### config.mk
export PLATFORM = sky130hd
export DESIGN_NAME = multichannel_scan_block_averager_top
export DESIGN_NICKNAME = d
export VERILOG_FILES = /design/src/msba_pkg.sv /design/src/msba_front.sv /design/src/msba_fifo.sv /design/src/msba_back.sv /design/src/multichannel_scan_block_averager_top.sv
export SDC_FILE = /design/constraint.sdc
export NUM_CORES = 1
export LEC_CHECK = 0
export BUFFER_PORTS_ARGS = -buffer_cell sky130_fd_sc_hd__buf_2
export CAP_MARGIN = 20
export CORE_MARGIN = 5
export CORE_UTILIZATION = 45
export CTS_BUF_LIST = sky130_fd_sc_hd__clkbuf_4
export CTS_CLUSTER_DIAMETER = 50
export DETAILED_ROUTE_END_ITERATION = 7
export PLACE_DENSITY = 0.7
export SYNTH_ARGS = -nofsm -noshare
export SYNTH_HDL_FRONTEND = slang
export SYNTH_SLANG_ARGS = --single-unit
### constraint.sdc
create_clock -name clock -period 4.9 [get_ports clock]
set_clock_uncertainty 0.05 [all_clocks]
set_input_delay 0.49 -clock clock [delete_from_list [all_inputs] [get_ports clock]]
set_output_delay 0.49 -clock clock [all_outputs]
set_load 0.02 [all_outputs]
### src/msba_pkg.sv
package msba_pkg;

   localparam int SAMPLE_W  = 12;
   localparam int POS_W     = 3;
   localparam int POS_SLOTS = 2 ** POS_W;

   localparam int SAMPLES_PER_CHANNEL_DEF = 16;
   localparam int CHANNEL_COUNT_DEF       = 8;

   typedef struct packed {
      logic [SAMPLE_W-1:0] sample;
      logic [POS_W-1:0]    pos;
      logic                block_end;
   } queue_word_type;

   typedef enum logic {
      ST_ACCUM,
      ST_EMIT
   } back_state_type;

endpackage

### src/msba_front.sv
module msba_front import msba_pkg::*; #(
   parameter int SAMPLES_PER_CHANNEL = SAMPLES_PER_CHANNEL_DEF,
   parameter int CHANNEL_COUNT       = CHANNEL_COUNT_DEF
) (
   input  logic                clock,
   input  logic                reset,
   input  logic                req_valid,
   output logic                req_ready,
   input  logic [SAMPLE_W-1:0] req_sample,
   output logic                q_valid,
   input  logic                q_ready,
   output queue_word_type      q_word
);

   localparam int ROUND_W = (SAMPLES_PER_CHANNEL > 1) ? $clog2(SAMPLES_PER_CHANNEL) : 1;

   logic [POS_W-1:0]   pos_ff, pos_in;
   logic [ROUND_W-1:0] rounds_ff, rounds_in;
   logic               last_pos;
   logic               last_round;
   logic               accept;

   assign accept     = req_valid && q_ready;
   assign req_ready  = q_ready;
   assign last_pos   = (pos_ff == POS_W'(CHANNEL_COUNT - 1));
   assign last_round = (rounds_ff == ROUND_W'(SAMPLES_PER_CHANNEL - 1));

   assign q_valid          = req_valid;
   assign q_word.sample    = req_sample;
   assign q_word.pos       = pos_ff;
   assign q_word.block_end = last_pos && last_round;

   always_comb begin
      pos_in    = pos_ff;
      rounds_in = rounds_ff;
      if (accept) begin
         if (last_pos) begin
            pos_in    = '0;
            rounds_in = last_round ? '0 : rounds_ff + ROUND_W'(1);
         end else begin
            pos_in = pos_ff + POS_W'(1);
         end
      end
   end

   always_ff @(posedge clock) begin
      if (reset) begin
         pos_ff    <= '0;
         rounds_ff <= '0;
      end else begin
         pos_ff    <= pos_in;
         rounds_ff <= rounds_in;
      end
   end

   // a block ends only on the last scan position
   a_block_end_pos: assert property (@(posedge clock) disable iff (reset)
      q_word.block_end |-> q_word.pos == POS_W'(CHANNEL_COUNT - 1))
      else $error("block end off the last scan position");

endmodule

### src/msba_fifo.sv
module msba_fifo import msba_pkg::*; (
   input  logic           clock,
   input  logic           reset,
   input  logic           in_valid,
   output logic           in_ready,
   input  queue_word_type in_word,
   output logic           out_valid,
   input  logic           out_ready,
   output queue_word_type out_word
);

   queue_word_type mem_ff [2];
   logic           wr_ptr_ff;
   logic           rd_ptr_ff;
   logic [1:0]     count_ff;
   logic           push;
   logic           pop;

   assign in_ready  = (count_ff != 2'd2);
   assign out_valid = (count_ff != 2'd0);
   assign out_word  = mem_ff[rd_ptr_ff];
   assign push      = in_valid && in_ready;
   assign pop       = out_valid && out_ready;

   always_ff @(posedge clock) begin
      if (push) begin
         mem_ff[wr_ptr_ff] <= in_word;
      end
   end

   always_ff @(posedge clock) begin
      if (reset) begin
         wr_ptr_ff <= 1'b0;
         rd_ptr_ff <= 1'b0;
         count_ff  <= 2'd0;
      end else begin
         if (push) begin
            wr_ptr_ff <= ~wr_ptr_ff;
         end
         if (pop) begin
            rd_ptr_ff <= ~rd_ptr_ff;
         end
         case ({push, pop})
            2'b10:   count_ff <= count_ff + 2'd1;
            2'b01:   count_ff <= count_ff - 2'd1;
            default: count_ff <= count_ff;
         endcase
      end
   end

   a_count_range: assert property (@(posedge clock) disable iff (reset)
      count_ff != 2'd3)
      else $error("queue count overflow");

endmodule

### src/msba_back.sv
module msba_back import msba_pkg::*; #(
   parameter int SAMPLES_PER_CHANNEL = SAMPLES_PER_CHANNEL_DEF,
   parameter int CHANNEL_COUNT       = CHANNEL_COUNT_DEF
) (
   input  logic                clock,
   input  logic                reset,
   input  logic                q_valid,
   output logic                q_ready,
   input  queue_word_type      q_word,
   output logic                rsp_valid,
   input  logic                rsp_ready,
   output logic [POS_W-1:0]    rsp_channel_index,
   output logic [SAMPLE_W-1:0] rsp_average,
   output logic                rsp_last
);

   localparam int ACC_W  = SAMPLE_W + $clog2(SAMPLES_PER_CHANNEL);
   localparam int SHIFT  = ACC_W + $clog2(SAMPLES_PER_CHANNEL);
   localparam int PROD_W = 2 * ACC_W + 1;
   localparam logic [63:0] RECIP_WIDE =
      ((64'd1 << SHIFT) + 64'(SAMPLES_PER_CHANNEL) - 64'd1) / 64'(SAMPLES_PER_CHANNEL);
   localparam logic [ACC_W:0] RECIP = RECIP_WIDE[ACC_W:0];

   back_state_type      state_ff, state_in;
   logic [ACC_W-1:0]    sums_ff [POS_SLOTS];
   logic [POS_W-1:0]    idx_ff;
   logic                rsp_valid_ff;
   logic [POS_W-1:0]    rsp_channel_ff;
   logic [SAMPLE_W-1:0] rsp_average_ff;
   logic                rsp_last_ff;
   logic                load;
   logic                pop;
   logic                idx_last;
   logic [PROD_W-1:0]   prod;

   assign idx_last = (idx_ff == POS_W'(CHANNEL_COUNT - 1));
   assign pop      = q_valid && q_ready;
   assign prod     = PROD_W'(sums_ff[idx_ff]) * PROD_W'(RECIP);

   always_comb begin
      state_in = state_ff;
      unique case (state_ff)
         ST_ACCUM: begin
            if (pop && q_word.block_end) begin
               state_in = ST_EMIT;
            end
         end
         ST_EMIT: begin
            if (load && idx_last) begin
               state_in = ST_ACCUM;
            end
         end
      endcase
   end

   always_comb begin
      q_ready = 1'b0;
      load    = 1'b0;
      unique case (state_ff)
         ST_ACCUM: q_ready = 1'b1;
         ST_EMIT:  load    = !rsp_valid_ff || rsp_ready;
      endcase
   end

   always_ff @(posedge clock) begin
      if (reset) begin
         state_ff     <= ST_ACCUM;
         idx_ff       <= '0;
         rsp_valid_ff <= 1'b0;
         for (int i = 0; i < POS_SLOTS; i++) begin
            sums_ff[i] <= '0;
         end
      end else begin
         state_ff <= state_in;
         if (pop) begin
            sums_ff[q_word.pos] <= sums_ff[q_word.pos] + ACC_W'(q_word.sample);
         end
         if (load) begin
            sums_ff[idx_ff] <= '0;
            idx_ff          <= idx_last ? '0 : idx_ff + POS_W'(1);
            rsp_valid_ff    <= 1'b1;
         end else if (rsp_ready) begin
            rsp_valid_ff <= 1'b0;
         end
      end
   end

   always_ff @(posedge clock) begin
      if (load) begin
         rsp_channel_ff <= idx_ff;
         rsp_average_ff <= prod[SHIFT +: SAMPLE_W];
         rsp_last_ff    <= idx_last;
      end
   end

   assign rsp_valid         = rsp_valid_ff;
   assign rsp_channel_index = rsp_channel_ff;
   assign rsp_average       = rsp_average_ff;
   assign rsp_last          = rsp_last_ff;

   a_no_pop_in_emit: assert property (@(posedge clock) disable iff (reset)
      state_ff == ST_EMIT |-> !pop)
      else $error("queue popped during result burst");

   a_last_channel: assert property (@(posedge clock) disable iff (reset)
      rsp_valid_ff && rsp_last_ff |-> rsp_channel_ff == POS_W'(CHANNEL_COUNT - 1))
      else $error("last flag on wrong channel");

   a_burst_done: assert property (@(posedge clock) disable iff (reset)
      load && idx_last |=> state_ff == ST_ACCUM && idx_ff == '0)
      else $error("burst did not return to accumulate");

endmodule

### src/multichannel_scan_block_averager_top.sv
// one sample word per cycle is taken while the two-word queue has room
// the sum for a sample is updated when its word is popped from the queue by the accumulator
// a block end starts a burst of CHANNEL_COUNT results, one per cycle from the output register while rsp_ready is high
// first result is valid once the block-end word has left the queue and the output register is loaded
// the burst holds the accumulator, so input stalls once the queue fills during it
// synchronous active-high reset clears position, round count, sums, queue and output valid
module multichannel_scan_block_averager_top import msba_pkg::*; #(
   parameter int SAMPLES_PER_CHANNEL = SAMPLES_PER_CHANNEL_DEF,
   parameter int CHANNEL_COUNT       = CHANNEL_COUNT_DEF
) (
   input  logic                clock,
   input  logic                reset,
   input  logic                req_valid,
   output logic                req_ready,
   input  logic [SAMPLE_W-1:0] req_sample,
   output logic                rsp_valid,
   input  logic                rsp_ready,
   output logic [POS_W-1:0]    rsp_channel_index,
   output logic [SAMPLE_W-1:0] rsp_average,
   output logic                rsp_last
);

   logic           front_valid;
   logic           front_ready;
   queue_word_type front_word;
   logic           back_valid;
   logic           back_ready;
   queue_word_type back_word;

   msba_front #(
      .SAMPLES_PER_CHANNEL (SAMPLES_PER_CHANNEL),
      .CHANNEL_COUNT       (CHANNEL_COUNT)
   ) u_front (
      .clock      (clock),
      .reset      (reset),
      .req_valid  (req_valid),
      .req_ready  (req_ready),
      .req_sample (req_sample),
      .q_valid    (front_valid),
      .q_ready    (front_ready),
      .q_word     (front_word)
   );

   msba_fifo u_fifo (
      .clock     (clock),
      .reset     (reset),
      .in_valid  (front_valid),
      .in_ready  (front_ready),
      .in_word   (front_word),
      .out_valid (back_valid),
      .out_ready (back_ready),
      .out_word  (back_word)
   );

   msba_back #(
      .SAMPLES_PER_CHANNEL (SAMPLES_PER_CHANNEL),
      .CHANNEL_COUNT       (CHANNEL_COUNT)
   ) u_back (
      .clock             (clock),
      .reset             (reset),
      .q_valid           (back_valid),
      .q_ready           (back_ready),
      .q_word            (back_word),
      .rsp_valid         (rsp_valid),
      .rsp_ready         (rsp_ready),
      .rsp_channel_index (rsp_channel_index),
      .rsp_average       (rsp_average),
      .rsp_last          (rsp_last)
   );

endmodule
# == Yosys cells after proc, flatten, opt, wreduce, memory -nomap -nowiden ==
# Memory sizes are Yosys's and may differ from the RTL's. A register that Yosys moved wholly into a read port is not among the register bits.
# Cells that the tools add are included.
# totals
output_inout_bits,18
memories,2
ff_bits,20
wordCells,69
ram_bits,160
inputBits,16
# classes
n_eq_ne,6
add_sub_neg,6
mux,29
bitwise,3
reduce_logical,13
# mem_list
name,depth,word_bits,rd,rd_ports_with_merged_regs,write_ports,line_no,text
u_back.sums_ff,8,16,2,1,8,msba_back.sv:25,logic [ACC_W-1:0] sums_ff [POS_SLOTS];
u_fifo.mem_ff,2,16,1,1,1,msba_fifo.sv:12,queue_word_type mem_ff [2];
# ops
cell,n
$mux W16,2
$reduce_or A16 Y1,2
$mux W1,20
$add A16 B12 Y16,1
$mux W3,4
$add A3 B1 Y3 const B,2
$eq A3 B3 Y1 const B,2
$reduce_bool A2 Y1,3
$logic_and A1 B1 Y1,5
$add A4 B1 Y4 const B,1
$eq A4 B4 Y1 const B,1
$mux W4,1
$pmux W2 S2,1
$not A1 Y1,3
$add A2 B1 Y2 const B,1
$eq A2 B1 Y1 const B,1
$eq A2 B2 Y1 const B,1
$ne A2 B2 Y1 const B,1
$pmux W1 S2,1
$reduce_and A2 Y1,1
$sub A2 B1 Y2 const B,1
$logic_not A1 Y1,1
$logic_or A1 B1 Y1,1

# == Depth between registers and ports, before layout ==
# logic_depth
word_depth,8
mapped_depth,17
ltp_nobuf,13

# == Modules after synthesis ==
# From an unflattened synthesis, not the netlist that was laid out.
# unflattened
cells_unflattened,678
hier_area_um2,9690.5
# by_module_without_submodules
module,instances,seq_area_each_um2,area_per_inst_um2,cells_per_inst
msba_back,1,4424.2,7873.8,555
msba_fifo,1,1061.0,1373.8,74
msba_front,1,140.1,442.9,49

# == Worst setup path before layout ==
# No wires, ideal clock.
# synth_path
kind,flip-flop to flip-flop
start,reg with a tool-made name
end,"mem u_back.sums_ff[0][14] in the netlist's numbering, data pin"
period_less_slack_ns,3.914
arrival_time_ns,3.600
path_stages_with_launch,18
path_buffers,4
t_required_ns,4.586
slack_ns,0.986
setup_time_ns,0.264
path_cell_list,dfxtp_1 -> buf_6 -> mux2i_4 -> buf_6 -> buf_4 -> clkbuf_1 -> mux4_2 -> nand2_1 -> nand2_1 -> ha_1 -> fa_1 -> a211oi_1 -> o21bai_1 -> o21ai_1 -> a31oi_1 -> nor2b_2 -> xor2_2 -> nor2_1
# synth_rtl
item,line_no
end: declaration,msba_back.sv:25

==> flow_summary.ini <==
[sta]
worstMarginPinSlew_ns = 0.933
maxSlewViolCount = 0
setup-violations-final = 0
fin_setup_tns_ns = 0
relSlewSlack_pct = 37.8
min_period_ns = 4.34
rsz0062_at_grt = no
hold_violations = 0
holdWs_ns = 0.172
fmax_ghz = 0.230
setup_ws_ns = 0.557
finalCritPeriodShare_pct = 88.6

[final_layout]
fin_util_pct = 50.8
nNetsFinal = 774
areaGrowthSynthToFinish_pct = 11.3
final_area_sq_mm = 0.0103
drive_gt1_share_pct = 24.6

[cts]
clk_pin_slew_ns = 0.15
clock_path_buffers = 2
cts_tree = done
clock_latency_ns = 0.59
cts_setup_buffers = 0
numCtsBuffers = 17
cts_max_level = 4
cts_sinks = 193
root_buffer = clkbuf_4

[job]
cap_viol_max_count = 0

[power_and_ir_drop]
p_leak_nw = 3.75
internal-power_mw = 3.20
p_clk_share_pct = 17.8
vdd.ir_drop.worst_uv = 298
comb_power_share_pct = 40.8
sw_frac_of_total_pct = 38.2
p_switching_mw = 1.98
p_seq_share_pct = 41.4
p_per_area_mw_per_mm2 = 504

[die]
die_w_microns = 153
pin_count = 34
core_area_sq_mm = 0.0202
initial_utilization_pct = 45.7
dieArea_sq_mm = 0.0235
row_count = 52
die_h_microns = 153

[grt]
grtUsageTotal_pct = 19.4
overflow = 0
first_global_vias = 6118
grt_max_degree = 33
antenna_found_initial = 1
grt_pass1_wl_microns = 34800

[setup_path]
worstSetupPathType = flop to flop
cp_cell_sequence = mux2_2 > mux4_2 > nand2_1 > nand2_1 > ha_1 > a21o_1 > a21oi_1 > a21oi_1 > o32ai_1 > o21ai_1 > o21ai_1 > nor2_1
critPathCaptureType = flop
required_ns = 5.19
path_buf_inv = 0
slowest_delay_ns = 0.74
critPathLaunchType = flop
crit_arrival_ns = 4.63
slowest_stage = o32ai_1
critPathMaxFanout = 17
crit_family = compound AO/OA/AOI/OAI gates

[synth]
synthArstFlopShare_pct = 0
syn_area_sq_mm = 0.00924
synthTopCellsByArea = edfxtp_1, mux4_2, nor2_1
ys_types = 50
synthCells = 670
synth_compound_area_share_pct = 4.01
synth-simple-area-share_pct = 11.7
synth_xor_area_share_pct = 1.58
synth.most_common_cell = edfxtp_1
yosys.area.top_type_share_pct = 57.2
synth_fa_ha_area_share_pct = 2.65
synth_top_cells_by_count = edfxtp_1, nor2_1, nand2_1
ys.flop_type = edfxtp_1
yosys_warnings = 0
avgSynthCellArea_sq_um = 13.8
synth_top_family_by_area = multiplexers
synth.area.mux_share_pct = 17.7
synth_top_area_cell = edfxtp_1
syn_nets = 705
seq_area_frac_synth_pct = 60.9
synth_edf_count = 176
synth-seq-cells = 193

[detailed_routing]
firstDrtPassIters = 5
num_vias = 5958
drc_errors = 0
drtAntennaViolNets = 0
avgViaCountPerCell = 5.82
detail_route.wl_per_cell_microns = 21.8
wl_microns = 22300
first_iter_violations = 650

[placement]
dp_worst_setup_slack_ns = 0.573
hpwlAfterDp_microns = 14600
place_area_sq_mm = 0.00985
port_buffers = 33
place_congestion = 0.858

[outcome]
status = complete, no violations

[min_path]
min_path_type = input pin to flop
## worst register-to-register path: stages (launching register included)
cell	delay, ns
dfxtp_1	0.45
mux2_2	0.64
mux4_2	0.60
nand2_1	0.08
nand2_1	0.07
ha_1	0.34
a21o_1	0.18
a21oi_1	0.26
a21oi_1	0.16
o32ai_1	0.74
o21ai_1	0.11
o21ai_1	0.34
nor2_1	0.08
## layer usage
metal	share of wire (%)	global-route usage, %	wire length, microns	vias up
met5	0	0	0	-
met4	2.3	6.28	512	0
met3	6.5	4.10	1440	41
met2	50	32.4	11200	253
met1	41	25.6	9140	3023
li1	-	-	-	2641
## what timing repair did
item / 4_1_cts / 5_1_grt
hold endpoints to repair: 24 / 0
gates resized for setup: 0 / 0
hold buffers: 12 / 0
setup endpoints to repair: 0 / 0
## power by group through the flow
stage	combinational (mW)	clock (mW)	sequential, mW
after global routing	2.31	1.01	2.17
after detailed placement	2.09	0	2.18
after floorplan	1.55	0	2.18
after CTS	2.10	0.941	2.15
after global placement	2.04	0	2.17
final	2.12	0.920	2.15
## layout make-up
type	instances	area (sq um)
Fill cell	1683	9950
Sequential cell	193	5630
Inverter	5	18.8
Clock buffer	17	128
Multi-Input combinational cell	447	3480
Clock inverter	15	184
Tap cell	270	338
Antenna cell	1	2.50
Timing Repair Buffer	75	510
## placed cells by master (no fill, tap or decap), drive strengths merged, types with 2 or more instances in the layout
| cell | instances |
|---|---|
| a211oi | 2 |
| a21boi | 6 |
| a21o | 4 |
| a21oi | 24 |
| a22oi | 4 |
| a32oi | 2 |
| and2 | 2 |
| buf | 63 |
| bufinv | 3 |
| clkbuf | 17 |
| clkinv | 4 |
| clkinvlp | 5 |
| dfxtp | 17 |
| dlygate4sd3 | 12 |
| edfxtp | 176 |
| ha | 18 |
| inv | 8 |
| mux2 | 27 |
| mux2i | 13 |
| mux4 | 52 |
| nand2 | 71 |
| nand2b | 10 |
| nand3 | 4 |
| nand4 | 2 |
| nor2 | 156 |
| nor2b | 4 |
| nor3 | 5 |
| o21a | 2 |
| o21ai | 10 |
| or3 | 3 |
| xnor2 | 5 |
| xor2 | 10 |
## final timing paths
path	slack, ns	cells after the start	start	end
hold reg to reg	0.47	2	u_back.state_ff$_SDFF_PP0_	u_back.rsp_valid$_SDFFE_PP0P_
setup / recovery	0.56	12	flop	u_back.sums_ff[2][13]$_SDFFCE_PN0P_
setup reg to reg	0.56	12	flop	u_back.sums_ff[2][13]$_SDFFCE_PN0P_
hold / removal	0.17	3	rsp_ready	u_back.rsp_valid$_SDFFE_PP0P_
## state kept, by name (all words and copies together) (netlist names), 2 cells and up, named ones only
| signal | cells |
|---|---|
| u_back.sums_ff | 128 |
| u_back.rsp_average | 12 |
| u_front.pos_ff | 3 |
| u_fifo.count_ff | 2 |
| u_back.rsp_channel_index | 3 |
| u_back.idx_ff | 3 |
| u_front.rounds_ff | 4 |
| u_fifo.mem_ff | 32 |
## logic make-up (layout without fill, tap and decap cells)
logic type               count (synthesis)  count (layout)
AO/OA/AOI/OAI                           60              60
AND/OR/NAND/NOR                        261             261
other                                    0               1
buffers and inverters                   30             112
adder cells (fa/ha/maj)                 19              19
XOR/XNOR                                15              15
multiplexers                            92              92
flip-flops                             193             193
## metrics by stage
| step | std cells | total power [mW] |
|---|---|---|
| 2_1_floorplan | 670 | 3.73 |
| 3_3_place_gp | 978 | 4.20 |
| 3_5_place_dp | 978 | 4.27 |
| 4_1_cts | 1022 | 5.19 |
| 5_1_grt | 1023 | 5.49 |
| 6_report | 1023 | 5.18 |
(Power assumes the default switching activity.)
